File: src/rtl/core/rtfb_pkg.sv
// Shared types, constants and a blend function for the rgb444 text fade blend.
// No dependencies; imported by every module of the block.
`default_nettype none

package rtfb_pkg;

  localparam int unsigned SizeBits  = 11;
  localparam int unsigned StepBits  = 8;
  localparam int unsigned PixBits   = 12;
  localparam int unsigned ShadeBits = 8;
  localparam int unsigned NibBits   = 4;
  localparam int unsigned RampBits  = 16;
  localparam int unsigned AddrBits  = 4;
  localparam int unsigned DataBits  = 32;

  localparam logic [SizeBits-1:0] WidthReset  = 11'd640;
  localparam logic [SizeBits-1:0] HeightReset = 11'd480;
  localparam logic [StepBits-1:0] StepReset   = 8'd0;
  localparam logic [PixBits-1:0]  ColorReset  = 12'd0;

  localparam logic [NibBits-1:0] NibMax = 4'hF;

  // register index, taken from paddr[3:2]
  typedef enum logic [1:0] {
    REG_WIDTH  = 2'd0,
    REG_HEIGHT = 2'd1,
    REG_STEP   = 2'd2,
    REG_COLOR  = 2'd3
  } reg_idx_e;

  typedef struct packed {
    logic [SizeBits-1:0] width;
    logic [SizeBits-1:0] height;
    logic [StepBits-1:0] step;
    logic [PixBits-1:0]  color;
  } cfg_t;

  typedef struct packed {
    logic [RampBits-1:0] rows_left;
    logic                row_end;
    logic                region_end;
  } pos_t;

  typedef struct packed {
    logic               we;
    logic [NibBits-1:0] alpha;
  } ramp_t;

  // (text*(15-alpha) + dest*alpha)/15, clamped; the sum stays below 226,
  // so the divide is a multiply by 137/2048
  function automatic logic [NibBits-1:0] mix_nibble(
    input logic [NibBits-1:0] text,
    input logic [NibBits-1:0] dest,
    input logic [NibBits-1:0] alpha
  );
    logic [7:0]  sum;
    logic [15:0] prod;
    logic [4:0]  quo;
    sum  = 8'(text) * 8'(NibMax - alpha) + 8'(dest) * 8'(alpha);
    prod = 16'(sum) * 16'd137;
    quo  = prod[15:11];
    mix_nibble = (quo > 5'(NibMax)) ? NibMax : quo[NibBits-1:0];
  endfunction

endpackage

`default_nettype wire

File: src/rtl/core/rtfb_regs.sv
// Configuration register file behind the APB-style port.
// Depends on rtfb_pkg.
`default_nettype none

module rtfb_regs (
  input  wire logic                          clk_i,
  input  wire logic                          rst_ni,
  input  wire logic                          psel,
  input  wire logic                          penable,
  input  wire logic                          pwrite,
  input  wire logic [rtfb_pkg::AddrBits-1:0] paddr,
  input  wire logic [rtfb_pkg::DataBits-1:0] pwdata,
  output logic      [rtfb_pkg::DataBits-1:0] prdata,
  output logic                               pready,
  output rtfb_pkg::cfg_t                     cfg_o
);
  import rtfb_pkg::*;

  cfg_t     cfg_q, cfg_d;
  reg_idx_e idx;
  logic     wr_en;

  assign idx    = reg_idx_e'(paddr[3:2]);
  assign wr_en  = psel & penable & pwrite & pready;
  assign pready = 1'b1;

  always_comb begin
    cfg_d = cfg_q;
    if (wr_en) begin
      case (idx)
        REG_WIDTH:  cfg_d.width  = pwdata[SizeBits-1:0];
        REG_HEIGHT: cfg_d.height = pwdata[SizeBits-1:0];
        REG_STEP:   cfg_d.step   = pwdata[StepBits-1:0];
        REG_COLOR:  cfg_d.color  = pwdata[PixBits-1:0];
        default:    cfg_d = cfg_q;
      endcase
    end
  end

  always_comb begin
    case (idx)
      REG_WIDTH:  prdata = DataBits'(cfg_q.width);
      REG_HEIGHT: prdata = DataBits'(cfg_q.height);
      REG_STEP:   prdata = DataBits'(cfg_q.step);
      REG_COLOR:  prdata = DataBits'(cfg_q.color);
      default:    prdata = '0;
    endcase
  end

  always_ff @(posedge clk_i or negedge rst_ni) begin
    if (!rst_ni) begin
      cfg_q.width  <= WidthReset;
      cfg_q.height <= HeightReset;
      cfg_q.step   <= StepReset;
      cfg_q.color  <= ColorReset;
    end else begin
      cfg_q <= cfg_d;
    end
  end

  assign cfg_o = cfg_q;

endmodule

`default_nettype wire

File: src/rtl/core/rtfb_walker.sv
// Column and row counters that walk the region in raster order.
// Depends on rtfb_pkg.
`default_nettype none

module rtfb_walker #(
  parameter int unsigned COORD_BITS = 10
) (
  input  wire logic           clk_i,
  input  wire logic           rst_ni,
  input  wire logic           step_i,
  input  wire rtfb_pkg::cfg_t cfg_i,
  output rtfb_pkg::pos_t      pos_o
);
  import rtfb_pkg::*;

  localparam int unsigned CmpBits =
    ((COORD_BITS > SizeBits) ? COORD_BITS : SizeBits) + 1;

  logic [COORD_BITS-1:0] col_q, col_d;
  logic [COORD_BITS-1:0] row_q, row_d;
  logic                  row_end, region_end;

  // a counter at all ones ends its row or region regardless of the size
  assign row_end = ((CmpBits'(col_q) + CmpBits'(1)) >= CmpBits'(cfg_i.width)) ||
                   (col_q == '1);
  assign region_end = row_end &&
                      (((CmpBits'(row_q) + CmpBits'(1)) >= CmpBits'(cfg_i.height)) ||
                       (row_q == '1));

  always_comb begin
    col_d = col_q;
    row_d = row_q;
    if (step_i) begin
      if (row_end) begin
        col_d = '0;
        row_d = region_end ? '0 : row_q + COORD_BITS'(1);
      end else begin
        col_d = col_q + COORD_BITS'(1);
      end
    end
  end

  always_ff @(posedge clk_i or negedge rst_ni) begin
    if (!rst_ni) begin
      col_q <= '0;
      row_q <= '0;
    end else begin
      col_q <= col_d;
      row_q <= row_d;
    end
  end

  assign pos_o.rows_left  = RampBits'(cfg_i.height) - RampBits'(row_q);
  assign pos_o.row_end    = row_end;
  assign pos_o.region_end = region_end;

endmodule

`default_nettype wire

File: src/rtl/core/rtfb_ramp.sv
// Alpha from the coverage byte plus the vertical fade ramp.
// Depends on rtfb_pkg.
`default_nettype none

module rtfb_ramp (
  input  wire logic [rtfb_pkg::ShadeBits-1:0] shade_i,
  input  wire logic [rtfb_pkg::RampBits-1:0]  rows_left_i,
  input  wire logic [rtfb_pkg::StepBits-1:0]  step_i,
  output rtfb_pkg::ramp_t                     ramp_o
);
  import rtfb_pkg::*;

  logic [StepBits+RampBits-1:0] prod;
  logic [RampBits-1:0]          sum;

  assign prod = (StepBits+RampBits)'(step_i) * (StepBits+RampBits)'(rows_left_i);
  assign sum  = RampBits'(shade_i) + prod[RampBits-1:0];

  // alpha = sum >> 4; it fits a nibble only when the top byte is clear
  assign ramp_o.we    = (sum[RampBits-1:8] == '0);
  assign ramp_o.alpha = sum[7:4];

endmodule

`default_nettype wire

File: src/rtl/core/rtfb_mix.sv
// Per-channel blend of the text colour over the destination pixel.
// Depends on rtfb_pkg.
`default_nettype none

module rtfb_mix (
  input  wire logic [rtfb_pkg::PixBits-1:0] text_i,
  input  wire logic [rtfb_pkg::PixBits-1:0] dest_i,
  input  wire rtfb_pkg::ramp_t              ramp_i,
  output logic      [rtfb_pkg::PixBits-1:0] pix_o
);
  import rtfb_pkg::*;

  logic [PixBits-1:0] mixed;

  for (genvar c = 0; c < PixBits / NibBits; c++) begin : g_chan
    assign mixed[c*NibBits +: NibBits] =
      mix_nibble(text_i[c*NibBits +: NibBits], dest_i[c*NibBits +: NibBits],
                 ramp_i.alpha);
  end

  // destination passes through when the pixel is not written
  assign pix_o = ramp_i.we ? mixed : dest_i;

endmodule

`default_nettype wire

File: src/rtl/core/rgb444_text_fade_blend.sv
// Top level of the rgb444 text fade blend: stream ports, config port, pipeline.
// Depends on rtfb_pkg, rtfb_regs, rtfb_walker, rtfb_ramp and rtfb_mix.
`default_nettype none

// Blends a text colour over a 4:4:4 pixel stream walked in raster order over
// a region_width by region_height region. One pixel is taken per clock while
// s_axis_tready is high. Three registers carry it (input register, fade ramp
// multiply into the alpha register, channel mix into the output register), in
// that order. Every stage holds its own valid bit and stalls only when the stage
// after it is full, so a result waiting on the output holds back input only
// once the two stages before it are full as well.
// Configuration must be written through the APB-style port only while the
// stream is idle; the block itself does not enforce this. Addresses 0, 4, 8
// and 12 hold width, height, fade step and text colour.
module rgb444_text_fade_blend #(
  parameter int unsigned COORD_BITS = 10
) (
  input  wire logic                          clk_i,
  input  wire logic                          rst_ni,
  // config port
  input  wire logic                          psel,
  input  wire logic                          penable,
  input  wire logic                          pwrite,
  input  wire logic [rtfb_pkg::AddrBits-1:0] paddr,
  input  wire logic [rtfb_pkg::DataBits-1:0] pwdata,
  output logic      [rtfb_pkg::DataBits-1:0] prdata,
  output logic                               pready,
  // input stream
  input  wire logic                          s_axis_tvalid,
  output logic                               s_axis_tready,
  input  wire logic [23:0]                   s_axis_tdata,  // source_shade, dest_pixel, pad
  // result stream
  output logic                               m_axis_tvalid,
  input  wire logic                          m_axis_tready,
  output logic      [15:0]                   m_axis_tdata,  // blended_pixel, pad
  output logic                               m_axis_tlast,  // row_end
  output logic      [1:0]                    m_axis_tuser   // write_enable, region_end
);
  import rtfb_pkg::*;

  cfg_t  cfg;
  pos_t  pos;
  ramp_t ramp;
  logic  in_xfer;
  logic  rdy1, rdy2, rdy3;

  // stage 1: input register
  logic                 v1_q;
  logic [ShadeBits-1:0] shade1_q;
  logic [PixBits-1:0]   dest1_q;
  logic [RampBits-1:0]  rows1_q;
  logic                 rend1_q, gend1_q;
  // stage 2: alpha register
  logic                 v2_q;
  ramp_t                ramp2_q;
  logic [PixBits-1:0]   dest2_q;
  logic                 rend2_q, gend2_q;
  // stage 3: output register
  logic                 v3_q;
  logic                 we3_q;
  logic [PixBits-1:0]   pix3_q, pix;
  logic                 rend3_q, gend3_q;

  rtfb_regs u_regs (
    .clk_i   (clk_i),
    .rst_ni  (rst_ni),
    .psel    (psel),
    .penable (penable),
    .pwrite  (pwrite),
    .paddr   (paddr),
    .pwdata  (pwdata),
    .prdata  (prdata),
    .pready  (pready),
    .cfg_o   (cfg)
  );

  assign rdy3          = !v3_q || m_axis_tready;
  assign rdy2          = !v2_q || rdy3;
  assign rdy1          = !v1_q || rdy2;
  assign s_axis_tready = rdy1;
  assign in_xfer       = s_axis_tvalid && rdy1;

  rtfb_walker #(
    .COORD_BITS (COORD_BITS)
  ) u_walker (
    .clk_i  (clk_i),
    .rst_ni (rst_ni),
    .step_i (in_xfer),
    .cfg_i  (cfg),
    .pos_o  (pos)
  );

  rtfb_ramp u_ramp (
    .shade_i     (shade1_q),
    .rows_left_i (rows1_q),
    .step_i      (cfg.step),
    .ramp_o      (ramp)
  );

  rtfb_mix u_mix (
    .text_i (cfg.color),
    .dest_i (dest2_q),
    .ramp_i (ramp2_q),
    .pix_o  (pix)
  );

  // valid bits
  always_ff @(posedge clk_i or negedge rst_ni) begin
    if (!rst_ni) begin
      v1_q <= 1'b0;
      v2_q <= 1'b0;
      v3_q <= 1'b0;
    end else begin
      if (rdy1) v1_q <= s_axis_tvalid;
      if (rdy2) v2_q <= v1_q;
      if (rdy3) v3_q <= v2_q;
    end
  end

  // payload
  always_ff @(posedge clk_i) begin
    if (in_xfer) begin
      shade1_q <= s_axis_tdata[ShadeBits-1:0];
      dest1_q  <= s_axis_tdata[ShadeBits +: PixBits];
      rows1_q  <= pos.rows_left;
      rend1_q  <= pos.row_end;
      gend1_q  <= pos.region_end;
    end
    if (v1_q && rdy2) begin
      ramp2_q <= ramp;
      dest2_q <= dest1_q;
      rend2_q <= rend1_q;
      gend2_q <= gend1_q;
    end
    if (v2_q && rdy3) begin
      we3_q   <= ramp2_q.we;
      pix3_q  <= pix;
      rend3_q <= rend2_q;
      gend3_q <= gend2_q;
    end
  end

  assign m_axis_tvalid = v3_q;
  assign m_axis_tdata  = {4'd0, pix3_q};
  assign m_axis_tlast  = rend3_q;
  assign m_axis_tuser  = {gend3_q, we3_q};

endmodule

`default_nettype wire

File: config.mk
export PLATFORM = sky130hd
export DESIGN_NAME = rgb444_text_fade_blend
export DESIGN_NICKNAME = d
export VERILOG_FILES = /design/src/rtl/core/rtfb_pkg.sv /design/src/rtl/core/rtfb_regs.sv /design/src/rtl/core/rtfb_walker.sv /design/src/rtl/core/rtfb_ramp.sv /design/src/rtl/core/rtfb_mix.sv /design/src/rtl/core/rgb444_text_fade_blend.sv
export SDC_FILE = /design/constraint.sdc
export NUM_CORES = 1
export LEC_CHECK = 0
export BUFFER_PORTS_ARGS = -buffer_cell sky130_fd_sc_hd__buf_2
export CORE_ASPECT_RATIO = 1.75
export CORE_MARGIN = 1.5
export CORE_UTILIZATION = 25
export DETAILED_ROUTE_END_ITERATION = 12
export GPL_ROUTABILITY_DRIVEN = 0
export HOLD_SLACK_MARGIN = 0.1
export SLEW_MARGIN = 20
export SYNTH_ARGS = -nofsm -noshare
export SYNTH_HDL_FRONTEND = slang
export SYNTH_SLANG_ARGS = --single-unit
File: constraint.sdc
create_clock -name clk_i -period 11.7 [get_ports clk_i]
set_clock_uncertainty 0.1 [all_clocks]
set_input_delay 1.17 -clock clk_i [delete_from_list [all_inputs] [get_ports clk_i]]
set_output_delay 1.17 -clock clk_i [all_outputs]
set_load 0.1 [all_outputs]
==> results.cfg <==
[timing]
setup_viol = 0
period_needed_ns = 7.152
grt_setup_unrepaired = no
worst_pin_slew_ns = 1.050
drv_slew = 0
hold_slack_ns = 0.3171
hold_viol_final = 0
finalCritPeriodShare_pct = 61.12
fin_tns_setup_ns = 0
fmax_mhz = 139.8
relSlewSlack_pct = 29.99
final.setup.worst_slack_ns = 4.548

[clocking]
cts_root_buf = clkbuf_16
clock_path_buffers = 2
h-tree-depth = 4
cts_buffers = 17
cts_setup_buffers = 0
cts_hold_buf = 0
tritoncts = yes
path_clk_slew_ns = 0.06
insertion_delay_ns = 0.44
ctsResizeCount = 0
cts.sinks = 133

[floorplan]
die_w_um = 181.7
rows = 114
io_pins = 121
fp.coreArea_um2 = 55200
initial_core_util_pct = 25.30
die_y_um = 315.6
dieArea_um2 = 57340

[setup_path]
rr_endpoint = pix3_q[6]
critPathKind = flip-flop to flip-flop
path_max_fanout = 24
worstSetupEndpointType = flip-flop
crit_arrival_ns = 7.24
startpoint_type = flip-flop
crit_required_ns = 11.79
reg2reg_from = ramp2_q[3]
rrSetupSlack_ns = 4.55
ff2ff_path_depth = 26

[grt]
first_global_vias = 10550
grt_max_degree = 66
overflow = 0
grt_pass1_wl_um = 52920
antenna_found_initial = 4
track_usage_pct = 11.81

[synth]
avgSynthCellArea_um2 = 10.00
synth_ff_type = edfxtp_1
yosysSeqAreaShare_pct = 26.33
yosysTopAreaCellShare_pct = 17.65
synthTopCellsByCount = inv_1, ha_1, fa_1
yosys-top-cells-area = ha_1, fa_1, edfxtp_1, dfrtp_1, inv_1
ys_types = 60
ys_ff_latch = 133
ys_warn_count = 0
async_flop_share_pct = 48.87
syn_area_um2 = 13960
synth_edf_count = 68
yosysTopAreaCell = ha_1
syn-instance-count = 1396
yosysMostFrequentCell = inv_1

[placed_design]
place_worst_setup_slack_ns = 4.523
port_buffers = 69
dp_hpwl_um = 26390
dp_cells = 2131

[final_layout]
layoutNonFillerInstCount = 2164
drive_gt1_share_pct = 11.17
nets = 1839
nFillCells = 5736
antenna_cells = 0
syn2layout_area_growth_pct = 11.46

[job]
max-cap-violations = 0

[routing]
wl_per_cell_um = 15.00
drc = 0
ant_nets = 0
dr.pass1.iters = 4
drtIter0Drc = 318
vias_per_cell = 4.500
vias = 9737
routed_wl_um = 32460

[outcome]
status = complete, no violations

[min_path]
hold_depth = 0
min_to = m_axis_tlast
hold_path.class = flip-flop to flip-flop
min_from = rend2_q
[worst max-delay path by stage]
stage | start | to | depth (start not counted)
after global placement | ramp2_q[3] | pix3_q[6] | 26
after floorplan | ramp2_q[3] | pix3_q[6] | 24
after detailed placement | ramp2_q[3] | pix3_q[6] | 26
after CTS | ramp2_q[3] | pix3_q[6] | 26
final | ramp2_q[3] | pix3_q[6] | 26
after global routing | ramp2_q[3] | pix3_q[6] | 26
[area by class of cell]
type / instances / area [um^2] / area share (%)
multi-input combinational: 994 / 9201 / 59.12
sequential: 133 / 3676 / 23.62
inverter: 233 / 874.6 / 5.619
tap: 696 / 870.8 / 5.595
clock buffer: 18 / 429.2 / 2.757
timing repair buffer: 76 / 395.4 / 2.540
clock inverter: 14 / 116.4 / 0.7476
[through the flow]
| step | cell area [um^2] | utilization [%] |
|---|---|---|
| after global routing | 15560 | 28.19 |
| final | 15560 | 28.19 |
| after detailed placement | 15000 | 27.17 |
| after global placement | 15000 | 27.17 |
| after floorplan | 14060 | - |
| after CTS | 15540 | 28.16 |
[worst max-delay path: stages, from the launching register on]
cell	delay (ns)
edfxtp_1	0.32
buf_4	0.25
nand2_1	0.12
fa_1	0.51
fa_1	0.54
inv_1	0.06
fa_1	0.54
inv_1	0.06
fa_1	0.52
inv_1	0.06
ha_1	0.28
a21o_1	0.17
a21oi_1	0.21
o21bai_1	0.09
a21oi_1	0.18
xnor2_1	0.34
and2_1	0.25
nor2_1	0.06
ha_1	0.29
ha_1	0.31
ha_1	0.31
a21oi_1	0.12
o21ai_0	0.17
a31o_2	0.32
a21o_1	0.22
and3_1	0.19
a211o_1	0.27
[sequential cells by signal, indices dropped and copies added, names as in the netlist]
name and count:
rows1_q 12, gend2_q 1, v1_q 1, we3_q 1, rend2_q 1, ramp2_q 5
gend3_q 1, shade1_q 8, dest1_q 12, m_axis_tvalid 1, pix3_q 12, gend1_q 1
rend1_q 1, dest2_q 12, u_walker.row_q 10, m_axis_tlast 1, u_regs.cfg_o 42, u_walker.col_q 10
v2_q 1
[cell usage in the layout, fill, tap and decap left out, drive strengths merged, types with 40 or more instances in the layout]
cell,netlist,routed
a21oi,45,45
nor2,52,52
edfxtp,68,68
xnor2,40,40
ha,197,197
fa,120,120
and2,112,112
o21ai,55,55
dfrtp,59,59
nor2b,45,45
buf,27,76
inv,233,241
nand2,90,90
[kinds of logic (layout without fill, tap and decap cells)]
family	Yosys count	count (layout)	synth area share, %
AOI/OAI and AO/OA	185	185	8.513
xor gates and xnor gates	60	60	4.167
adders and majority gates	317	317	34.86
buffers and inverters	294	341	8.629
DFF	133	133	26.33
muxes	38	38	3.719
other	2	27	0.05378
and+or+nand+nor	367	367	13.74
[per-layer routing]
layer | global-route usage (%) | vias to the layer above | wire [um]
li1 | - | 4653 | -
met4 | 5.909 | 8 | 1319
met1 | 12.60 | 4831 | 12590
met3 | 2.073 | 66 | 1158
met2 | 22.20 | 179 | 17350
met5 | 0 | - | 43
Power is left out: the tool's default activity adds up to more than one toggle a clock period on the data nets, which glitch-free logic cannot reach.
